`config.mk`:
```
export PLATFORM = sky130hd
export DESIGN_NAME = gpc_cell
export DESIGN_NICKNAME = d
export VERILOG_FILES = /design/src/rtl/gpc_pkg.sv /design/src/rtl/gpc_cell.sv
export SDC_FILE = /design/constraint.sdc
export NUM_CORES = 1
export LEC_CHECK = 0
export BUFFER_PORTS_ARGS = -buffer_cell sky130_fd_sc_hd__buf_2
export CORE_ASPECT_RATIO = 1.4
export CORE_MARGIN = 1.5
export CORE_UTILIZATION = 45
export CTS_BUF_LIST = sky130_fd_sc_hd__clkbuf_16
export CTS_CLUSTER_DIAMETER = 150
export DETAILED_ROUTE_END_ITERATION = 8
export GPL_TIMING_DRIVEN = 0
export PLACE_DENSITY = 0.75
export SLEW_MARGIN = 20
export SYNTH_ARGS = -nofsm -noshare
export SYNTH_HDL_FRONTEND = slang
export SYNTH_SLANG_ARGS = --single-unit
```
`constraint.sdc`:
```
create_clock -name clk -period 8 [get_ports clk]
set_input_delay 1.6 -clock clk [delete_from_list [all_inputs] [get_ports clk]]
set_output_delay 1.6 -clock clk [all_outputs]
set_load 0.05 [all_outputs]
```
`src/rtl/gpc_pkg.sv`:
```
package gpc_pkg;

    // Line buffer depth and widths
    localparam int MAX_COLUMNS = 512;
    localparam int COL_W       = $clog2(MAX_COLUMNS);
    localparam int COLS_W      = $clog2(MAX_COLUMNS + 1);
    localparam int COLCNT_W    = 10;
    localparam int ROW_W       = 12;
    localparam int COUNT_W     = 25;
    localparam int CFG_IDX_W   = 1;
    localparam int CFG_DATA_W  = 12;
    localparam int CNT_W       = (COLS_W > COLCNT_W) ? COLS_W : COLCNT_W;

    localparam logic [COUNT_W:0] PATH_MOD = 26'd20170805;

    // Configuration register indexes
    localparam logic [CFG_IDX_W-1:0] CFG_ROW_COUNT    = 1'b0;
    localparam logic [CFG_IDX_W-1:0] CFG_COLUMN_COUNT = 1'b1;

    typedef logic [COUNT_W-1:0] count_t;

    typedef enum logic [1:0] {
        KIND_FREE     = 2'd0,
        KIND_BLOCKED  = 2'd1,
        KIND_STRAIGHT = 2'd2
    } kind_t;

    typedef struct packed {
        count_t from_left;
        count_t from_above;
    } pair_t;

    typedef struct packed {
        kind_t kind;
        pair_t counts;
    } line_word_t;

    typedef struct packed {
        logic [COL_W-1:0] col;
        logic             first_row;
        logic             first_col;
        logic             last_cell;
    } pos_t;

    typedef struct packed {
        logic             en;
        logic [COL_W-1:0] addr;
        line_word_t       data;
    } lbuf_wr_t;

    typedef struct packed {
        logic  last_cell;
        logic  blocked;
        pair_t counts;
    } cell_res_t;

    function automatic count_t add_mod(count_t a, count_t b);
        logic [COUNT_W:0] s;
        logic [COUNT_W:0] d;
        s = {1'b0, a} + {1'b0, b};
        d = s - PATH_MOD;
        return (s >= PATH_MOD) ? d[COUNT_W-1:0] : s[COUNT_W-1:0];
    endfunction

endpackage

```
`src/rtl/gpc_cell.sv`:
```
module gpc_cell
(
    input  logic                  clk,
    input  logic                  rst_n,
    input  logic                  load,
    input  logic [1:0]            in_kind,
    input  gpc_pkg::pos_t         in_pos,
    input  logic                  advance,
    input  gpc_pkg::line_word_t   above,
    output logic                  valid,
    output gpc_pkg::lbuf_wr_t     wr,
    output gpc_pkg::cell_res_t    res
);

    logic                s1_valid_reg;
    logic                s1_valid_next;
    gpc_pkg::kind_t      kind_reg;
    gpc_pkg::pos_t       pos_reg;
    gpc_pkg::pair_t      left_reg;
    gpc_pkg::kind_t      left_kind_reg;
    logic                top_open_reg;
    logic                top_open_next;
    logic                left_open_reg;
    logic                left_open_next;
    gpc_pkg::pair_t      cur;
    gpc_pkg::kind_t      load_kind;
    logic                blocked;

    // Count handed on by a neighbor; a no-turn neighbor keeps the straight one
    function automatic gpc_pkg::count_t pass_on(gpc_pkg::kind_t k, gpc_pkg::pair_t p,
                                                logic along_row);
        gpc_pkg::count_t r;
        case (k)
            gpc_pkg::KIND_FREE:     r = gpc_pkg::add_mod(p.from_left, p.from_above);
            gpc_pkg::KIND_STRAIGHT: r = along_row ? p.from_left : p.from_above;
            default:                r = '0;
        endcase
        return r;
    endfunction

    always_comb
    begin
        // The unused encoding counts as blocked
        case (in_kind)
            gpc_pkg::KIND_FREE:     load_kind = gpc_pkg::KIND_FREE;
            gpc_pkg::KIND_STRAIGHT: load_kind = gpc_pkg::KIND_STRAIGHT;
            default:                load_kind = gpc_pkg::KIND_BLOCKED;
        endcase

        blocked        = (kind_reg == gpc_pkg::KIND_BLOCKED);
        top_open_next  = top_open_reg;
        left_open_next = left_open_reg;
        cur            = '0;

        if (pos_reg.first_row && pos_reg.first_col)
        begin
            top_open_next  = top_open_reg && !blocked;
            left_open_next = left_open_reg && !blocked;
            cur.from_left  = gpc_pkg::count_t'(top_open_next);
        end
        else if (pos_reg.first_row)
        begin
            top_open_next = top_open_reg && !blocked;
            cur.from_left = gpc_pkg::count_t'(top_open_next);
        end
        else if (pos_reg.first_col)
        begin
            left_open_next = left_open_reg && !blocked;
            cur.from_above = gpc_pkg::count_t'(left_open_next);
        end
        else
        begin
            cur.from_above = pass_on(above.kind, above.counts, 1'b0);
            cur.from_left  = pass_on(left_kind_reg, left_reg, 1'b1);
        end

        s1_valid_next = load ? 1'b1 : (advance ? 1'b0 : s1_valid_reg);

        wr.en          = advance;
        wr.addr        = pos_reg.col;
        wr.data.kind   = kind_reg;
        wr.data.counts = cur;

        res.last_cell = pos_reg.last_cell;
        res.blocked   = blocked;
        res.counts    = cur;
    end

    always_ff @(posedge clk or negedge rst_n)
    begin
        if (!rst_n)
        begin
            s1_valid_reg  <= 1'b0;
            left_reg      <= '0;
            left_kind_reg <= gpc_pkg::KIND_FREE;
            top_open_reg  <= 1'b1;
            left_open_reg <= 1'b1;
        end
        else
        begin
            s1_valid_reg <= s1_valid_next;
            if (advance)
            begin
                left_reg      <= cur;
                left_kind_reg <= kind_reg;
                // Reopen both edges for the next grid
                top_open_reg  <= pos_reg.last_cell ? 1'b1 : top_open_next;
                left_open_reg <= pos_reg.last_cell ? 1'b1 : left_open_next;
            end
        end
    end

    always_ff @(posedge clk)
    begin
        if (load)
        begin
            kind_reg <= load_kind;
            pos_reg  <= in_pos;
        end
    end

    assign valid = s1_valid_reg;

endmodule

```
==> flow_summary.ini <==
[run_status]
status = complete, no violations

[power]
p_comb_share_pct = 48.0
sw_frac_of_total_pct = 44.09
clkPwrFrac_pct = 26.7
internal_power_mw = 0.8816
power.density_nw_per_um2 = 153.3
p_sw_mw = 0.6952
p_seq_share_pct = 25.3
p_leak_nw = 4.986
vdd_ir_drop_max_v = 0.0001006

[global_route]
grt_overflow = 0
grtUsageMet2_pct = 53.58
grt_pass1_vias = 8786
antenna_found_initial = 1
met3_usage_pct = 3.031
use_met1_pct = 30.48
grt_busiest_layer = met2
grt_pass1_wl_um = 45170
track_usage_pct = 28.35
grt_start_max_net_pins = 56

[final_layout]
fin_cells = 1561
nFillCells = 1876
nNetsFinal = 1433
area_delta_synth_final_pct = 18.32
largest_reg_flops = 50
final_layout_size_suffix_gt1_share_pct = 25.00

[synth]
avgSynthCellArea_um2 = 7.832
synth-edff-count = 14
synth_flop_cell = dfrtp_1
syn-cell-area_um2 = 8693
ys.warnings.count = 0
synth_cell_types = 96
synthArstFlopShare_pct = 79.71
synth_fp_nets = 1236
synthCells = 1110
synth-seq-area-share_pct = 20.70
synth_seq_cells = 69

[die]
die_h_um = 167.5
rows = 60
start_util_pct = 45.59
dieWidth_um = 120.5
coreArea_um2 = 19070
die_area_um2 = 20170
pin_count = 185

[setup_path]
critical_path_class = in2out
critical_path_arrival_ps = 6190
required_ps = 6400
crit_path_end_kind = output pin
r2r-start = left_reg[25]
cp_max_fo = 10
r2r_slack_ps = 3200
critPathLaunchType = input pin
r2r_end = left_reg[37]
endpoint = wr[20]
critPathLaunch = above[0]
reg2reg_depth = 15

[detailed_routing]
first_pass_iters = 5
wire_per_inst_um = 18.63
drt-initial-drc-count = 577
drc = 0
wirelength_um = 29070
via_count = 9243
route.antenna.remaining_nets = 0
post_drt_via_cell_ratio = 5.921

[timing]
worst_pin_slew_ps = 834.7
post-route-min-period_ps = 7791
rsz0062_at_grt = false
maxSlewHeadroom_pct = 44.15
setup_tns_ps = 0
fmax_mhz = 128.4
fin_skew_ps = 11.01
finalMaxSlewViolations = 0
final_hold_viol_count = 0
setup_viol = 0
fin_crit_sh_pct = 97.39

[clock_network]
cts_max_level = 3
clk_latency_ps = 350
cts.sinks = 69
cts-root-buf = clkbuf_16
cts_hold_buf = 0
cts_tree = built
cts_buffer_depth = 2
clk_pin_slew_ps = 60
cts_inserted_buffers = 9

[place]
placed_cells = 1542
routabilityCongestion = 0.9595
dp_hpwl_um = 24120
portBuffers = 184

[min_path]
hp-class = reg2reg

[run]
cap_violations = 0
-- metrics by stage --
stage	cell area, µm²	total power [mW]	hold slack, ps	util, %	setup WS (ps)
finish	10290	1.577	482.2	53.94	209.1
global route	10280	1.652	503.1	53.93	2.450
CTS	10240	1.558	486.1	53.71	73.39
detailed placement	9927	1.139	464.0	52.06	-132.4
global placement	9925	1.132	460.4	52.05	-86.11
floorplan	8693	0.9561	452.8	-	153.0
-- cell families (layout without fill, tap and decap cells) --
group | Yosys count | count (layout) | synth area share (%)
compound gates | 370 | 370 | 30.79
xor+xnor | 53 | 53 | 5.340
fa+ha+maj | 56 | 56 | 8.233
buf+inv | 148 | 350 | 9.485
flops | 69 | 69 | 20.70
mux | 25 | 25 | 2.950
other cells | 0 | 1 | 0
simple gates | 389 | 389 | 22.51
-- power by group through the flow --
stage               Combinational, mW  Clock, mW  Sequential [mW]
finish                          0.758      0.420            0.399
global route                    0.816      0.435            0.401
CTS                             0.739      0.420            0.398
detailed placement              0.735          0            0.404
global placement                0.728          0            0.404
floorplan                       0.554          0            0.402
-- layout by cell type (no fill, tap or decap), types with 22 or more instances in the layout --
master / Yosys / final
a21o_1: 22 / 22
a21oi_1: 72 / 70
a22o_1: 26 / 26
a31oi_1: 22 / 22
buf_2: 5 / 188
buf_4: 62 / 65
clkbuf_1: 45 / 42
dfrtp_1: 53 / 53
ha_1: 54 / 54
inv_1: 30 / 30
nand2_1: 102 / 102
nand2b_1: 24 / 24
nand3_1: 40 / 40
nor2_1: 88 / 88
o21ai_0: 67 / 66
xnor2_1: 41 / 40
-- critical path: stages --
cell      delay, ps
buf_2           120
ha_1            200
inv_1            60
fa_1            420
nand2b_1        230
a21bo_2         260
a211oi_2        390
o211ai_1        180
a31oi_1         330
xnor2_1         250
or3b_2          530
a21o_1          190
buf_6           150
a21oi_2         310
o31ai_1         150
o21ai_0         350
buf_4           170
buf_2           250
-- synthesized netlist by cell type, types with 6 or more instances --
cell	n	share of area (%)
a21oi_1	72	4.1
o21a_1	11	0.95
o211ai_1	9	0.78
nand2_1	102	4.4
and2_1	20	1.4
o31ai_1	6	0.52
buf_4	62	5.4
o2bb2ai_1	8	0.81
nor3_1	17	0.98
and3_1	16	1.2
nand3b_1	7	0.60
or4_1	6	0.52
mux2i_1	20	2.3
o21ba_2	7	0.81
a211oi_1	13	1.1
a22o_1	26	2.6
o21ai_1	6	0.35
or3_1	13	0.94
dfrtp_1	53	15
nand2b_1	24	1.7
o211a_1	14	1.6
a21o_1	22	1.9
ha_1	54	7.8
nand4_1	14	1.0
o21bai_1	6	0.52
o21ai_0	67	3.9
a31oi_1	22	1.6
xnor2_1	41	4.1
xor2_1	12	1.2
edfxtp_1	14	4.8
nor2b_1	10	0.72
nor2_1	88	3.8
inv_1	30	1.3
clkbuf_1	45	1.9
nand3_1	40	2.3
-- metal layers --
metal,vias to the layer above,routed length (µm)
met5,-,0
met4,0,1639
met3,104,1370
met2,367,15300
met1,4281,10770
li1,4491,-
-- what timing repair did --
action	in CTS	in global routing
pin swaps	0	1
endpoints found under the setup margin	6	23
resized for setup	2	10
buffers inserted	0	2
-- final cells by class --
type	instances	area, µm²	share of cell area (%)
Tap cell	248	310.3	3.017
Sequential cell	69	1799	17.49
Clock buffer	9	225.2	2.190
Clock inverter	7	81.33	0.7907
Timing Repair Buffer	186	938.4	9.123
Inverter	30	112.6	1.095
Buffer	118	715.7	6.958
Multi-Input combinational cell	893	6101	59.31
Antenna cell	1	2.502	0.02433
-- how the worst min path moves through the flow --
stage / slack, ps / from / depth (start not counted) / to
global placement: 460 / valid / 1 / valid
detailed placement: 460 / valid / 1 / valid
global route: 500 / valid / 1 / valid
floorplan: 450 / left_reg[22] / 2 / left_reg[22]
finish: 480 / valid / 1 / valid
CTS: 490 / valid / 1 / valid
Power figures use the tool's default switching activity.
