## config.mk

```make
export PLATFORM = sky130hd
export DESIGN_NAME = gpc_pos
export DESIGN_NICKNAME = d
export VERILOG_FILES = /design/src/rtl/gpc_pkg.sv /design/src/rtl/gpc_pos.sv
export SDC_FILE = /design/constraint.sdc
export NUM_CORES = 1
export LEC_CHECK = 0
export ABC_AREA = 1
export BUFFER_PORTS_ARGS = -buffer_cell sky130_fd_sc_hd__buf_2
export CORE_AREA = 2 2 72 74
export DETAILED_ROUTE_END_ITERATION = 8
export DIE_AREA = 0 0 74 76
export PLACE_DENSITY_LB_ADDON = 0.25
export SKIP_CTS_REPAIR_TIMING = 1
export SYNTH_ARGS = -nofsm -noshare
export SYNTH_HDL_FRONTEND = slang
export SYNTH_SLANG_ARGS = --single-unit
export TNS_END_PERCENT = 10
```

## constraint.sdc

```tcl
create_clock -name clk -period 3.14 [get_ports clk]
set_input_delay 0.471 -clock clk [delete_from_list [all_inputs] [get_ports clk]]
set_output_delay 0.471 -clock clk [all_outputs]
set_load 0.05 [all_outputs]
```

## src/rtl/gpc_pkg.sv

```systemverilog
package gpc_pkg;

    // Line buffer depth and widths
    localparam int MAX_COLUMNS = 512;
    localparam int COL_W       = $clog2(MAX_COLUMNS);
    localparam int COLS_W      = $clog2(MAX_COLUMNS + 1);
    localparam int COLCNT_W    = 10;
    localparam int ROW_W       = 12;
    localparam int COUNT_W     = 25;
    localparam int CFG_IDX_W   = 1;
    localparam int CFG_DATA_W  = 12;
    localparam int CNT_W       = (COLS_W > COLCNT_W) ? COLS_W : COLCNT_W;

    localparam logic [COUNT_W:0] PATH_MOD = 26'd20170805;

    // Configuration register indexes
    localparam logic [CFG_IDX_W-1:0] CFG_ROW_COUNT    = 1'b0;
    localparam logic [CFG_IDX_W-1:0] CFG_COLUMN_COUNT = 1'b1;

    typedef logic [COUNT_W-1:0] count_t;

    typedef enum logic [1:0] {
        KIND_FREE     = 2'd0,
        KIND_BLOCKED  = 2'd1,
        KIND_STRAIGHT = 2'd2
    } kind_t;

    typedef struct packed {
        count_t from_left;
        count_t from_above;
    } pair_t;

    typedef struct packed {
        kind_t kind;
        pair_t counts;
    } line_word_t;

    typedef struct packed {
        logic [COL_W-1:0] col;
        logic             first_row;
        logic             first_col;
        logic             last_cell;
    } pos_t;

    typedef struct packed {
        logic             en;
        logic [COL_W-1:0] addr;
        line_word_t       data;
    } lbuf_wr_t;

    typedef struct packed {
        logic  last_cell;
        logic  blocked;
        pair_t counts;
    } cell_res_t;

    function automatic count_t add_mod(count_t a, count_t b);
        logic [COUNT_W:0] s;
        logic [COUNT_W:0] d;
        s = {1'b0, a} + {1'b0, b};
        d = s - PATH_MOD;
        return (s >= PATH_MOD) ? d[COUNT_W-1:0] : s[COUNT_W-1:0];
    endfunction

endpackage

```

## src/rtl/gpc_pos.sv

```systemverilog
module gpc_pos
(
    input  logic                           clk,
    input  logic                           rst_n,
    input  logic                           advance,
    input  logic [gpc_pkg::ROW_W-1:0]      row_count,
    input  logic [gpc_pkg::COLCNT_W-1:0]   column_count,
    output gpc_pkg::pos_t                  pos
);

    logic [gpc_pkg::COL_W-1:0] col_reg;
    logic [gpc_pkg::COL_W-1:0] col_next;
    logic [gpc_pkg::ROW_W-1:0] row_reg;
    logic [gpc_pkg::ROW_W-1:0] row_next;

    logic [gpc_pkg::CNT_W-1:0] cc;
    logic [gpc_pkg::CNT_W-1:0] cols;
    logic [gpc_pkg::CNT_W-1:0] col_plus;
    logic [gpc_pkg::ROW_W:0]   rows;
    logic [gpc_pkg::ROW_W:0]   row_plus;
    logic                      last_col;
    logic                      last_row;

    always_comb
    begin
        // Clamp the column count to 1..MAX_COLUMNS, the row count to at least 1
        cc = gpc_pkg::CNT_W'(column_count);
        if (cc == '0)
        begin
            cols = gpc_pkg::CNT_W'(1);
        end
        else if (cc > gpc_pkg::CNT_W'(gpc_pkg::MAX_COLUMNS))
        begin
            cols = gpc_pkg::CNT_W'(gpc_pkg::MAX_COLUMNS);
        end
        else
        begin
            cols = cc;
        end
        rows = (row_count == '0) ? (gpc_pkg::ROW_W+1)'(1) : {1'b0, row_count};

        col_plus = gpc_pkg::CNT_W'(col_reg) + gpc_pkg::CNT_W'(1);
        row_plus = {1'b0, row_reg} + (gpc_pkg::ROW_W+1)'(1);
        last_col = (col_plus >= cols);
        last_row = (row_plus >= rows);

        col_next = col_reg;
        row_next = row_reg;
        if (advance)
        begin
            if (last_col && last_row)
            begin
                col_next = '0;
                row_next = '0;
            end
            else if (last_col)
            begin
                col_next = '0;
                row_next = row_plus[gpc_pkg::ROW_W-1:0];
            end
            else
            begin
                col_next = col_plus[gpc_pkg::COL_W-1:0];
            end
        end

        pos.col       = col_reg;
        pos.first_row = (row_reg == '0);
        pos.first_col = (col_reg == '0);
        pos.last_cell = last_col && last_row;
    end

    always_ff @(posedge clk or negedge rst_n)
    begin
        if (!rst_n)
        begin
            col_reg <= '0;
            row_reg <= '0;
        end
        else
        begin
            col_reg <= col_next;
            row_reg <= row_next;
        end
    end

endmodule

```

==> results of run 1 <==
==> power groups by stage <==
stage	logic, mW	registers, mW	clock network (mW)
final	1.02	0.444	0.182
after global routing	1.16	0.458	0.201
after CTS	0.997	0.436	0.187
after detailed placement	0.990	0.441	0
after global placement	0.979	0.438	0
after floorplan	0.603	0.580	0
==> worst max path at each step <==
stage	start	endpoint	slack (ns)	cells past startpoint
final	row_reg[1]	pos[0]	0.20	14
after global routing	row_reg[0]	pos[0]	0.0001	16
after CTS	row_reg[1]	pos[0]	-0.09	14
after detailed placement	column_count[2]	pos[0]	0.18	14
after global placement	column_count[2]	pos[0]	0.22	14
after floorplan	col_reg[0]	pos[0]	0.13	12
==> routing by layer <==
metal,global-route usage,wire length [um]
met5,0,0
met4,0.0436,37
met3,0.0198,149
met2,0.277,2100
met1,0.258,2380
==> stage by stage <==
step | area [um^2] | hold slack, ns
2_1_floorplan | 2090 | 0.175
3_3_place_gp | 2370 | 0.467
3_5_place_dp | 2370 | 0.471
4_1_cts | 2410 | 0.187
5_1_grt | 2540 | 0.199
6_report | 2540 | 0.167
==> cell families after synthesis <==
family | count (synthesis) | synth area share
AO/OA/AOI/OAI | 17 | 0.0455
adder cells (fa/ha/maj) | 26 | 0.156
XOR/XNOR | 15 | 0.0664
AND/OR/NAND/NOR | 170 | 0.361
flip-flops | 21 | 0.251
buffers and inverters | 64 | 0.120
==> cells in the mapped netlist (all sizes together) <==
master / instances / area share
nand2: 102 / 0.19
inv: 61 / 0.11
nor2: 29 / 0.062
ha: 26 / 0.16
dfrtp: 21 / 0.25
nand3: 21 / 0.057
xor2: 13 / 0.058
o21ai: 9 / 0.023
a21oi: 6 / 0.014
nor4: 6 / 0.018
nand4: 5 / 0.015
nor3: 5 / 0.014
clkbuf: 2 / 0.0084
xnor2: 2 / 0.0084
a31o: 1 / 0.0042
and2: 1 / 0.0042
buf: 1 / 0.0024
o31ai: 1 / 0.0036
or2: 1 / 0.0030
==> area by class of cell <==
cell class              count  area, um^2
repair buffers             44         250
well taps                  70        87.6
clock buffers               4        45.0
inverters                  61         229
multi-input cells         228        1400
fillers                   503        2370
flip-flops and latches     21         527
==> worst max-delay path, delay by kind of cell (launching register included) <==
family,cells,cell delay [ns]
AOI/OAI and AO/OA,1,0.14
xor gates and xnor gates,1,0.24
adders and majority gates,2,0.41
buffers and inverters,2,0.19
DFF,1,0.42
and+or+nand+nor,8,0.79
==> results_tabular.tex, run 1 <==
\begin{tabular}{lr}
\hline
Metric & Value \\
\hline
\multicolumn{2}{l}{\textbf{Run status}} \\
Status & finished, final reports clean \\
\multicolumn{2}{l}{\textbf{Worst setup path}} \\
Most frequent cell on the critical path & sky130\_fd\_sc\_hd\_\_nand2\_1 \\
Reg-to-reg endpoint & row\_reg[9] \\
Critical path, cell by cell & ha\_4, nand3\_2, nor2\_4, nand2\_1, xor2\_2, ha\_4, nand2\_1, nand2\_1, a21oi\_2, and2\_4, nand3\_2, nand2\_2, inv\_1, buf\_6 \\
Required time of the worst setup path & 2.67 ns \\
Path depth of the worst reg2reg path & 15 \\
Startpoint of the lowest-slack register-to-register path & col\_reg[0] \\
Startpoint kind of the worst setup timing path & flip-flop \\
Worst-path fanout max & 3 \\
Critical Path Sink Type & output port \\
Critical setup path kind & flip-flop to output port \\
FF-to-FF setup slack & 0.60 ns \\
Arrival time reported for the critical path endpoint & 2.47 ns \\
Max stage delay on crit path & 0.42 ns \\
Master of the slowest instance on the critical path & sky130\_fd\_sc\_hd\_\_dfrtp\_1 \\
\multicolumn{2}{l}{\textbf{STA}} \\
Tightest Pin Transition & 0.497 ns \\
Setup slack of the critical path after layout & 0.203 ns \\
Total count of hold-check failures in the final report & 0 \\
Post-route setup TNS & 0 ns \\
Post-route clock skew & 0.00408 ns \\
Max Slew Vio Count & 0 \\
Min Tclk post-route & 2.94 ns \\
Final Cycle Share & 0.935 \\
\# setup viols final & 0 \\
RSZ-0062 raised after global routing & no \\
Fmax & 340 MHz \\
Tightest slew margin relative to the limit & 0.669 \\
\multicolumn{2}{l}{\textbf{Job}} \\
Max-Cap Viols & 0 \\
\multicolumn{2}{l}{\textbf{Layout}} \\
Synthesis-to-layout area growth & 21.4\% \\
Most used cells in the layout excluding fill and tap cells & sky130\_fd\_sc\_hd\_\_nand2\_1 (98), sky130\_fd\_sc\_hd\_\_inv\_1 (59), sky130\_fd\_sc\_hd\_\_buf\_2 (35), sky130\_fd\_sc\_hd\_\_nor2\_1 (24), sky130\_fd\_sc\_hd\_\_ha\_1 (23) \\
Max reg flops & 12 \\
Antenna diode instance count & 0 \\
Cell Count, Final, Fillers Out & 428 \\
Fin nets & 410 \\
Share of layout cells above drive strength 1 & 0.218 \\
Commonest non-fill, non-tap cell in the layout & sky130\_fd\_sc\_hd\_\_nand2\_1 \\
Utilization after layout & 0.517 \\
\multicolumn{2}{l}{\textbf{Power}} \\
Power Dens Cells & 650 nW/um\^{}2 \\
Int Pwr & 777 uW \\
Switching share of power & 0.530 \\
Clock network fraction of design power & 0.110 \\
Net switching power of the design & 875 uW \\
Total design power & 1.65 mW \\
Proportion of power drawn by combinational gates & 0.621 \\
LEAKAGE & 1.46 nW \\
Maximum vdd drop & 0.421 mV \\
Sequential group share of total power & 0.269 \\
\multicolumn{2}{l}{\textbf{Synthesis}} \\
\#FFs+latches synth & 21 \\
Summed instance area of the synthesized netlist & 2090 um\^{}2 \\
Post-Syn Instances & 313 \\
Library cells used by synthesis & 29 \\
Net count after synthesis & 364 \\
Register area share after synthesis & 0.251 \\
Synth Warn \# & 0 \\
Mean post-synth cell area & 6.68 um\^{}2 \\
\multicolumn{2}{l}{\textbf{Global route}} \\
Global-route wire length before repair & 7.96 mm \\
Global-route congestion overflow total & 0 \\
Total global routing track utilization & 0.177 \\
Largest net degree at the start of global routing & 22 \\
Via count of the first global-routing pass & 1,824 \\
Antenna violations before repair & 0 \\
\multicolumn{2}{l}{\textbf{Placed design}} \\
Final weighted congestion in routability-driven placement & 0.857 \\
Post-Place Worst Slack & 0.184 ns \\
Number of buffer cells added on primary ports & 36 \\
HPWL Detailed & 3.83 mm \\
Post-placement cell count & 420 \\
\multicolumn{2}{l}{\textbf{Route}} \\
Number of antenna-violating nets in the routed design & 0 \\
Final wirelength & 4.66 mm \\
Detail-routed via count per cell & 4.63 \\
Number of search-and-repair iterations in the first detailed-routing pass & 4 \\
Drt wl/cell & 10.9 um \\
Detailed-route via count & 1,983 \\
DRT iter0 DRCs & 111 \\
Post-route DRC violation count & 0 \\
\multicolumn{2}{l}{\textbf{Floorplanning}} \\
Effective utilization at floorplan & 0.426 \\
Cell row count & 26 \\
Die height & 76 um \\
Area inside the core boundary & 4910 um\^{}2 \\
DIE AREA & 5620 um\^{}2 \\
Num ports & 37 \\
Overall die width & 74 um \\
\multicolumn{2}{l}{\textbf{CTS}} \\
CTS H-tree lvls & 1 \\
Number of clock sinks & 21 \\
Clock-pin slew of the registers on the worst-case setup and hold paths & 0.08 ns \\
Maximum number of buffers from clock root to sink & 2 \\
CTS tree & yes \\
Insertion delay of the later-clocked pin in the worst-skew pair & 0.26 ns \\
Clock Root Buffer & sky130\_fd\_sc\_hd\_\_clkbuf\_8 \\
CTS Buf Count & 3 \\
\multicolumn{2}{l}{\textbf{Worst hold path}} \\
Hold Crit Class & input pin to asynchronous set/reset pin \\
\hline
\end{tabular}
Note: power is estimated with default switching activity, not from simulation.
==> inputs of run 2 (changes only) <==
CORE_AREA = 2 2 65 67   (was 2 2 72 74)
DIE_AREA = 0 0 67 69   (was 0 0 74 76)
PLACE_DENSITY = 0.8   (was unset)
PLACE_DENSITY_LB_ADDON = unset   (was 0.25)
==> results_tabular.tex, run 2 (synthesized netlist as in run 1, its figures left out) <==
\begin{tabular}{lr}
\hline
Metric & Value \\
\hline
\multicolumn{2}{l}{\textbf{Floorplanning}} \\
Num ports & 37 (unchanged) \\
Overall die width & 67 um (-9.5\%) \\
Effective utilization at floorplan & 0.535 (+0.109) \\
Die height & 69 um (-9.2\%) \\
Area inside the core boundary & 3910 um\^{}2 (-20\%) \\
DIE AREA & 4620 um\^{}2 (-18\%) \\
Cell row count & 23 (-12\%) \\
\multicolumn{2}{l}{\textbf{CTS}} \\
Insertion delay of the later-clocked pin in the worst-skew pair & 0.26 ns (about the same) \\
CTS Buf Count & 3 (unchanged) \\
Maximum number of buffers from clock root to sink & 2 (unchanged) \\
Number of clock sinks & 21 (unchanged) \\
CTS tree & yes \\
Clock Root Buffer & sky130\_fd\_sc\_hd\_\_clkbuf\_8 \\
CTS H-tree lvls & 1 (unchanged) \\
Clock-pin slew of the registers on the worst-case setup and hold paths & 0.08 ns (about the same) \\
\multicolumn{2}{l}{\textbf{Power}} \\
Proportion of power drawn by combinational gates & 0.629 (+0.008) \\
Net switching power of the design & 902 uW (+3.1\%) \\
Int Pwr & 789 uW (+1.6\%) \\
Power Dens Cells & 674 nW/um\^{}2 (+3.7\%) \\
Maximum vdd drop & 0.435 mV (+3.4\%) \\
LEAKAGE & 1.46 nW (+0.15\%) \\
Sequential group share of total power & 0.264 (-0.005) \\
Switching share of power & 0.533 (+0.00367) \\
Total design power & 1.69 mW (+2.4\%) \\
Clock network fraction of design power & 0.107 (-0.003) \\
\multicolumn{2}{l}{\textbf{Layout}} \\
Share of layout cells above drive strength 1 & 0.228 (+0.0105) \\
Fillers & 344 (-32\%) \\
Most used cells in the layout excluding fill and tap cells & sky130\_fd\_sc\_hd\_\_nand2\_1 (98), sky130\_fd\_sc\_hd\_\_inv\_1 (59), sky130\_fd\_sc\_hd\_\_buf\_2 (35), sky130\_fd\_sc\_hd\_\_ha\_1 (24), sky130\_fd\_sc\_hd\_\_nor2\_1 (22) \\
FF/Latch Area & 528 um\^{}2 (+0.24\%) \\
Fin nets & 411 (+0.24\%) \\
Synthesis-to-layout area growth & 19.9\% \\
Antenna diode instance count & 0 (unchanged) \\
Commonest non-fill, non-tap cell in the layout & sky130\_fd\_sc\_hd\_\_nand2\_1 \\
Cell Count, Final, Fillers Out & 409 (-4.4\%) \\
Area occupied by multi-input gates & 1390 um\^{}2 (-0.54\%) \\
Max reg flops & 12 (unchanged) \\
\multicolumn{2}{l}{\textbf{Route}} \\
Number of search-and-repair iterations in the first detailed-routing pass & 4 (unchanged) \\
Final wirelength & 4.96 mm (+6.5\%) \\
Routed wire length on met3 & 194 um (+30\%) \\
DRT iter0 DRCs & 124 (+12\%) \\
Sum of met2 wire segment lengths after detailed routing & 2.33 mm (+11\%) \\
Post-route DRC violation count & 0 (unchanged) \\
Top sig layer & met4 \\
Drt wl/cell & 12.1 um (+11\%) \\
Number of antenna-violating nets in the routed design & 0 (unchanged) \\
Detailed-route via count & 2,046 (+3.2\%) \\
Detail-routed via count per cell & 5.00 (+8.0\%) \\
Met1 wire length & 2.41 mm (+1.3\%) \\
\multicolumn{2}{l}{\textbf{STA}} \\
Fmax & 333 MHz (-2.2\%) \\
Total count of hold-check failures in the final report & 0 (unchanged) \\
Min Tclk post-route & 3.00 ns (+0.0666 ns) \\
Max Slew Vio Count & 0 (unchanged) \\
Post-route clock skew & 0.00524 ns (+0.00116 ns) \\
Tightest slew margin relative to the limit & 0.662 (-0.00674) \\
Final Cycle Share & 0.957 (+0.0212) \\
Worst hold slack & 0.166 ns (-0.000592 ns) \\
\# setup viols final & 0 (unchanged) \\
Tightest Pin Transition & 0.507 ns (+0.0101 ns) \\
\multicolumn{2}{l}{\textbf{Global route}} \\
Via count of the first global-routing pass & 1,788 (-2.0\%) \\
Global-route congestion overflow total & 0 (unchanged) \\
Largest net degree at the start of global routing & 22 (unchanged) \\
Total global routing track utilization & 0.212 (+0.0355) \\
Global-route wire length before repair & 7.86 mm (-1.2\%) \\
Antenna violations before repair & 0 (unchanged) \\
\multicolumn{2}{l}{\textbf{Worst setup path}} \\
FF-to-FF setup slack & 0.48 ns (-0.12 ns) \\
Arrival time reported for the critical path endpoint & 2.53 ns (+0.06 ns) \\
Required time of the worst setup path & 2.67 ns (about the same) \\
Critical setup path kind & flip-flop to output port \\
Worst-path fanout max & 4 (+1) \\
Buffers plus inverters on the worst setup path & 5 (+3) \\
Critical Path Sink Type & output port \\
Critical path, cell by cell & ha\_2, nand3\_4, inv\_2, nand2\_1, xor2\_2, inv\_1, ha\_1, nand2\_2, inv\_1, a21oi\_1, nand2\_1, nand2\_2, nand3\_2, nand2\_2, inv\_1, buf\_4 \\
Path depth of the worst reg2reg path & 14 (-1) \\
Startpoint kind of the worst setup timing path & flip-flop \\
Max stage delay on crit path & 0.42 ns (about the same) \\
Gate family responsible for the most delay along the worst path & simple AND/OR/NAND/NOR gates \\
Reg-to-reg endpoint & col\_reg[0] \\
Startpoint of the lowest-slack register-to-register path & col\_reg[0] \\
Critical path startpoint & row\_reg[1] \\
Master of the slowest instance on the critical path & sky130\_fd\_sc\_hd\_\_dfrtp\_1 \\
\multicolumn{2}{l}{\textbf{Worst hold path}} \\
Hold Crit Class & input pin to asynchronous set/reset pin \\
\multicolumn{2}{l}{\textbf{Placed design}} \\
Number of buffer cells added on primary ports & 36 (unchanged) \\
Post-placement cell count & 401 (-4.5\%) \\
HPWL Detailed & 3.78 mm (-1.2\%) \\
Final weighted congestion in routability-driven placement & 0.899 (+5.0\%) \\
\multicolumn{2}{l}{\textbf{Job}} \\
Max-Cap Viols & 0 (unchanged) \\
\multicolumn{2}{l}{\textbf{Run status}} \\
Status & finished, final reports clean \\
\hline
\end{tabular}
==> run 2: layer usage <==
layer | vias up | global-route usage
li1 | 1067 | -
met1 | 928 | 0.321
met2 | 47 | 0.325
met3 | 4 | 0.0245
met4 | 0 | 0.0408
met5 | - | 0
==> run 2: cell type report <==
class	instances	area share
Multi-Input combinational cell	228	0.556
Sequential cell	21	0.210
Timing Repair Buffer	45	0.0998
Inverter	61	0.0913
Tap cell	50	0.0249
Clock buffer	4	0.0180
==> run 2: power groups by stage <==
stage          Combinational (mW)  Clock (mW)  Sequential (mW)
6_report                     1.06       0.181            0.446
4_1_cts                      1.01       0.190            0.433
3_5_place_dp                0.997           0            0.439
5_1_grt                      1.17       0.196            0.457
2_1_floorplan               0.603           0            0.580
3_3_place_gp                0.978           0            0.436
==> run 2: worst register-to-register path, stage by stage (launching register included) <==
cell                      delay [ns]
sky130_fd_sc_hd__dfrtp_2        0.41
sky130_fd_sc_hd__ha_2           0.21
sky130_fd_sc_hd__nand3_2        0.15
sky130_fd_sc_hd__nor2_2         0.12
sky130_fd_sc_hd__nand4_1        0.13
sky130_fd_sc_hd__xor2_2         0.19
sky130_fd_sc_hd__ha_1           0.29
sky130_fd_sc_hd__nand2_1        0.11
sky130_fd_sc_hd__a21oi_1        0.05
sky130_fd_sc_hd__nor2_1         0.14
sky130_fd_sc_hd__nand3_2        0.11
sky130_fd_sc_hd__buf_4          0.16
sky130_fd_sc_hd__nor2_2         0.33
sky130_fd_sc_hd__nor2_1         0.07
sky130_fd_sc_hd__a21oi_1        0.12
==> run 2: stage by stage <==
stage	setup slack, ns	instance area [um^2]	utilization	setup TNS, ns
2_1_floorplan	0.128	2090	-	0
3_3_place_gp	0.244	2350	0.600	0
3_5_place_dp	0.184	2350	0.600	0
4_1_cts	0.0244	2390	0.612	0
5_1_grt	-0.0380	2510	0.641	-0.0380
6_report	0.136	2510	0.641	0
==> run 2: worst max path at each step <==
stage | slack [ns] | endpoint | depth (start not counted)
floorplan | 0.13 | pos[0] | 12
global placement | 0.24 | pos[0] | 14
detailed placement | 0.18 | pos[0] | 14
CTS | 0.02 | pos[0] | 13
global route | -0.04 | pos[0] | 16
finish | 0.14 | pos[0] | 16
==> inputs of run 3 (changes only) <==
RECOVER_POWER = 25   (was unset)
SLEW_MARGIN = 0   (was unset)
==> results_tabular.tex, run 3 (synthesized netlist as in run 1, its figures left out) <==
\begin{tabular}{lr}
\hline
Metric & Value \\
\hline
\multicolumn{2}{l}{\textbf{Run status}} \\
Status & finished, final reports clean \\
\multicolumn{2}{l}{\textbf{STA}} \\
Total count of hold-check failures in the final report & 0 (unchanged) \\
Tightest slew margin relative to the limit & 0.192 (-0.470) \\
Tightest Pin Transition & 1.21 ns (+0.705 ns) \\
Max Slew Vio Count & 0 (unchanged) \\
Final Cycle Share & 0.957 (unchanged) \\
Min Tclk post-route & 3.00 ns (unchanged) \\
Post-route clock skew & 0.00524 ns (unchanged) \\
Fmax & 333 MHz (unchanged) \\
Setup slack of the critical path after layout & 0.136 ns (unchanged) \\
\# setup viols final & 0 (unchanged) \\
\multicolumn{2}{l}{\textbf{Layout}} \\
Share of layout cells above drive strength 1 & 0.226 (-0.00279) \\
Synthesis-to-layout area growth & 19.9\% (about the same) \\
Commonest non-fill, non-tap cell in the layout & sky130\_fd\_sc\_hd\_\_nand2\_1 \\
Antenna diode instance count & 0 (unchanged) \\
Max reg flops & 12 (unchanged) \\
Fin nets & 411 (unchanged) \\
Most used cells in the layout excluding fill and tap cells & sky130\_fd\_sc\_hd\_\_nand2\_1 (98), sky130\_fd\_sc\_hd\_\_inv\_1 (59), sky130\_fd\_sc\_hd\_\_buf\_2 (34), sky130\_fd\_sc\_hd\_\_ha\_1 (24), sky130\_fd\_sc\_hd\_\_nor2\_1 (22) \\
\multicolumn{2}{l}{\textbf{Worst hold path}} \\
Hold Crit Class & input pin to asynchronous set/reset pin \\
\multicolumn{2}{l}{\textbf{CTS}} \\
Clock-pin slew of the registers on the worst-case setup and hold paths & 0.08 ns (about the same) \\
CTS Buf Count & 3 (unchanged) \\
Clock Root Buffer & sky130\_fd\_sc\_hd\_\_clkbuf\_8 \\
CTS H-tree lvls & 1 (unchanged) \\
Maximum number of buffers from clock root to sink & 2 (unchanged) \\
CTS tree & yes \\
Insertion delay of the later-clocked pin in the worst-skew pair & 0.26 ns (about the same) \\
Number of clock sinks & 21 (unchanged) \\
\multicolumn{2}{l}{\textbf{Worst setup path}} \\
Path depth of the worst reg2reg path & 14 (unchanged) \\
Max stage delay on crit path & 0.42 ns (about the same) \\
Arrival time reported for the critical path endpoint & 2.53 ns (about the same) \\
Worst-path fanout max & 4 (unchanged) \\
FF-to-FF setup slack & 0.48 ns (about the same) \\
Critical Path Sink Type & output port \\
Startpoint kind of the worst setup timing path & flip-flop \\
Startpoint of the lowest-slack register-to-register path & col\_reg[0] \\
Reg-to-reg endpoint & col\_reg[0] \\
Master of the slowest instance on the critical path & sky130\_fd\_sc\_hd\_\_dfrtp\_1 \\
Required time of the worst setup path & 2.67 ns (about the same) \\
Critical setup path kind & flip-flop to output port \\
Critical path, cell by cell & ha\_2, nand3\_4, inv\_2, nand2\_1, xor2\_2, inv\_1, ha\_1, nand2\_2, inv\_1, a21oi\_1, nand2\_1, nand2\_2, nand3\_2, nand2\_2, inv\_1, buf\_4 \\
\multicolumn{2}{l}{\textbf{Placed design}} \\
Post-Place Worst Slack & 0.184 ns (unchanged) \\
Number of buffer cells added on primary ports & 36 (unchanged) \\
Final weighted congestion in routability-driven placement & 0.899 (unchanged) \\
HPWL Detailed & 3.78 mm (unchanged) \\
\multicolumn{2}{l}{\textbf{Route}} \\
DRT iter0 DRCs & 124 (unchanged) \\
Detail-routed via count per cell & 5.00 (unchanged) \\
Final wirelength & 4.96 mm (about the same) \\
Number of search-and-repair iterations in the first detailed-routing pass & 4 (unchanged) \\
Number of antenna-violating nets in the routed design & 0 (unchanged) \\
Post-route DRC violation count & 0 (unchanged) \\
Drt wl/cell & 12.1 um (about the same) \\
Detailed-route via count & 2,046 (unchanged) \\
\multicolumn{2}{l}{\textbf{Global route}} \\
Largest net degree at the start of global routing & 22 (unchanged) \\
Via count of the first global-routing pass & 1,788 (unchanged) \\
Total global routing track utilization & 0.212 (unchanged) \\
Global-route congestion overflow total & 0 (unchanged) \\
Global-route wire length before repair & 7.86 mm (unchanged) \\
Antenna violations before repair & 0 (unchanged) \\
\multicolumn{2}{l}{\textbf{Power}} \\
LEAKAGE & 1.46 nW (-0.19\%) \\
Total design power & 1.69 mW (about the same) \\
Maximum vdd drop & 0.435 mV (about the same) \\
Power Dens Cells & 674 nW/um\^{}2 (about the same) \\
\multicolumn{2}{l}{\textbf{Floorplanning}} \\
Effective utilization at floorplan & 0.535 (unchanged) \\
Die height & 69 um (unchanged) \\
Overall die width & 67 um (unchanged) \\
DIE AREA & 4620 um\^{}2 (unchanged) \\
Num ports & 37 (unchanged) \\
Area inside the core boundary & 3910 um\^{}2 (unchanged) \\
Cell row count & 23 (unchanged) \\
\multicolumn{2}{l}{\textbf{Job}} \\
Max-Cap Viols & 0 (unchanged) \\
\hline
\end{tabular}
run 3: cell types whose count changed in the layout (fill, tap and decap cells not counted), sizes merged:
cell	previous run	this run
buf	45	44
clkbuf	4	5
run 3: per-stage QoR:
stage / util / hold WS, ns / instance area [um^2] / setup TNS (ns) / cells
2_1_floorplan: - / 0.175 / 2090 / 0 / 313
3_3_place_gp: 0.600 / 0.469 / 2350 / 0 / 401
3_5_place_dp: 0.600 / 0.467 / 2350 / 0 / 401
4_1_cts: 0.612 / 0.180 / 2390 / 0 / 405
5_1_grt: 0.641 / 0.528 / 2510 / -0.0380 / 409
6_report: 0.641 / 0.436 / 2510 / 0 / 409
run 3: critical path, delay by kind of cell (launching register included):
kind / cells / cell delay [ns]
flops: 1 / 0.42
fa+ha+maj: 2 / 0.55
compound gates: 1 / 0.13
buf+inv: 5 / 0.36
simple gates: 7 / 0.66
xor+xnor: 1 / 0.15
run 3: metal layers:
| layer | GRT usage | up-vias | part of all wire |
|---|---|---|---|
| met5 | 0 | - | 0 |
| li1 | - | 1067 | - |
| met1 | 0.321 | 928 | 0.49 |
| met2 | 0.325 | 47 | 0.47 |
| met3 | 0.0245 | 4 | 0.039 |
| met4 | 0.0408 | 0 | 0.0062 |
run 3: area by class of cell:
type | instances | area, um^2
Clock buffer | 4 | 45.0
Fill cell | 345 | 1410
Inverter | 61 | 229
Multi-Input combinational cell | 228 | 1390
Sequential cell | 21 | 528
Tap cell | 50 | 62.6
Timing Repair Buffer | 45 | 249
run 3: worst max-delay path by stage:
stage	to	slack [ns]	start
6_report	pos[0]	0.14	row_reg[1]
5_1_grt	pos[0]	-0.04	row_reg[0]
4_1_cts	pos[0]	0.02	row_reg[1]
3_5_place_dp	pos[0]	0.18	column_count[2]
3_3_place_gp	pos[0]	0.24	column_count[2]
2_1_floorplan	pos[0]	0.13	col_reg[0]
run 3: report_power, final:
part	switching (mW)	internal (mW)
combinational	0.711	0.353
sequential	0.101	0.346
clock	0.0907	0.0905
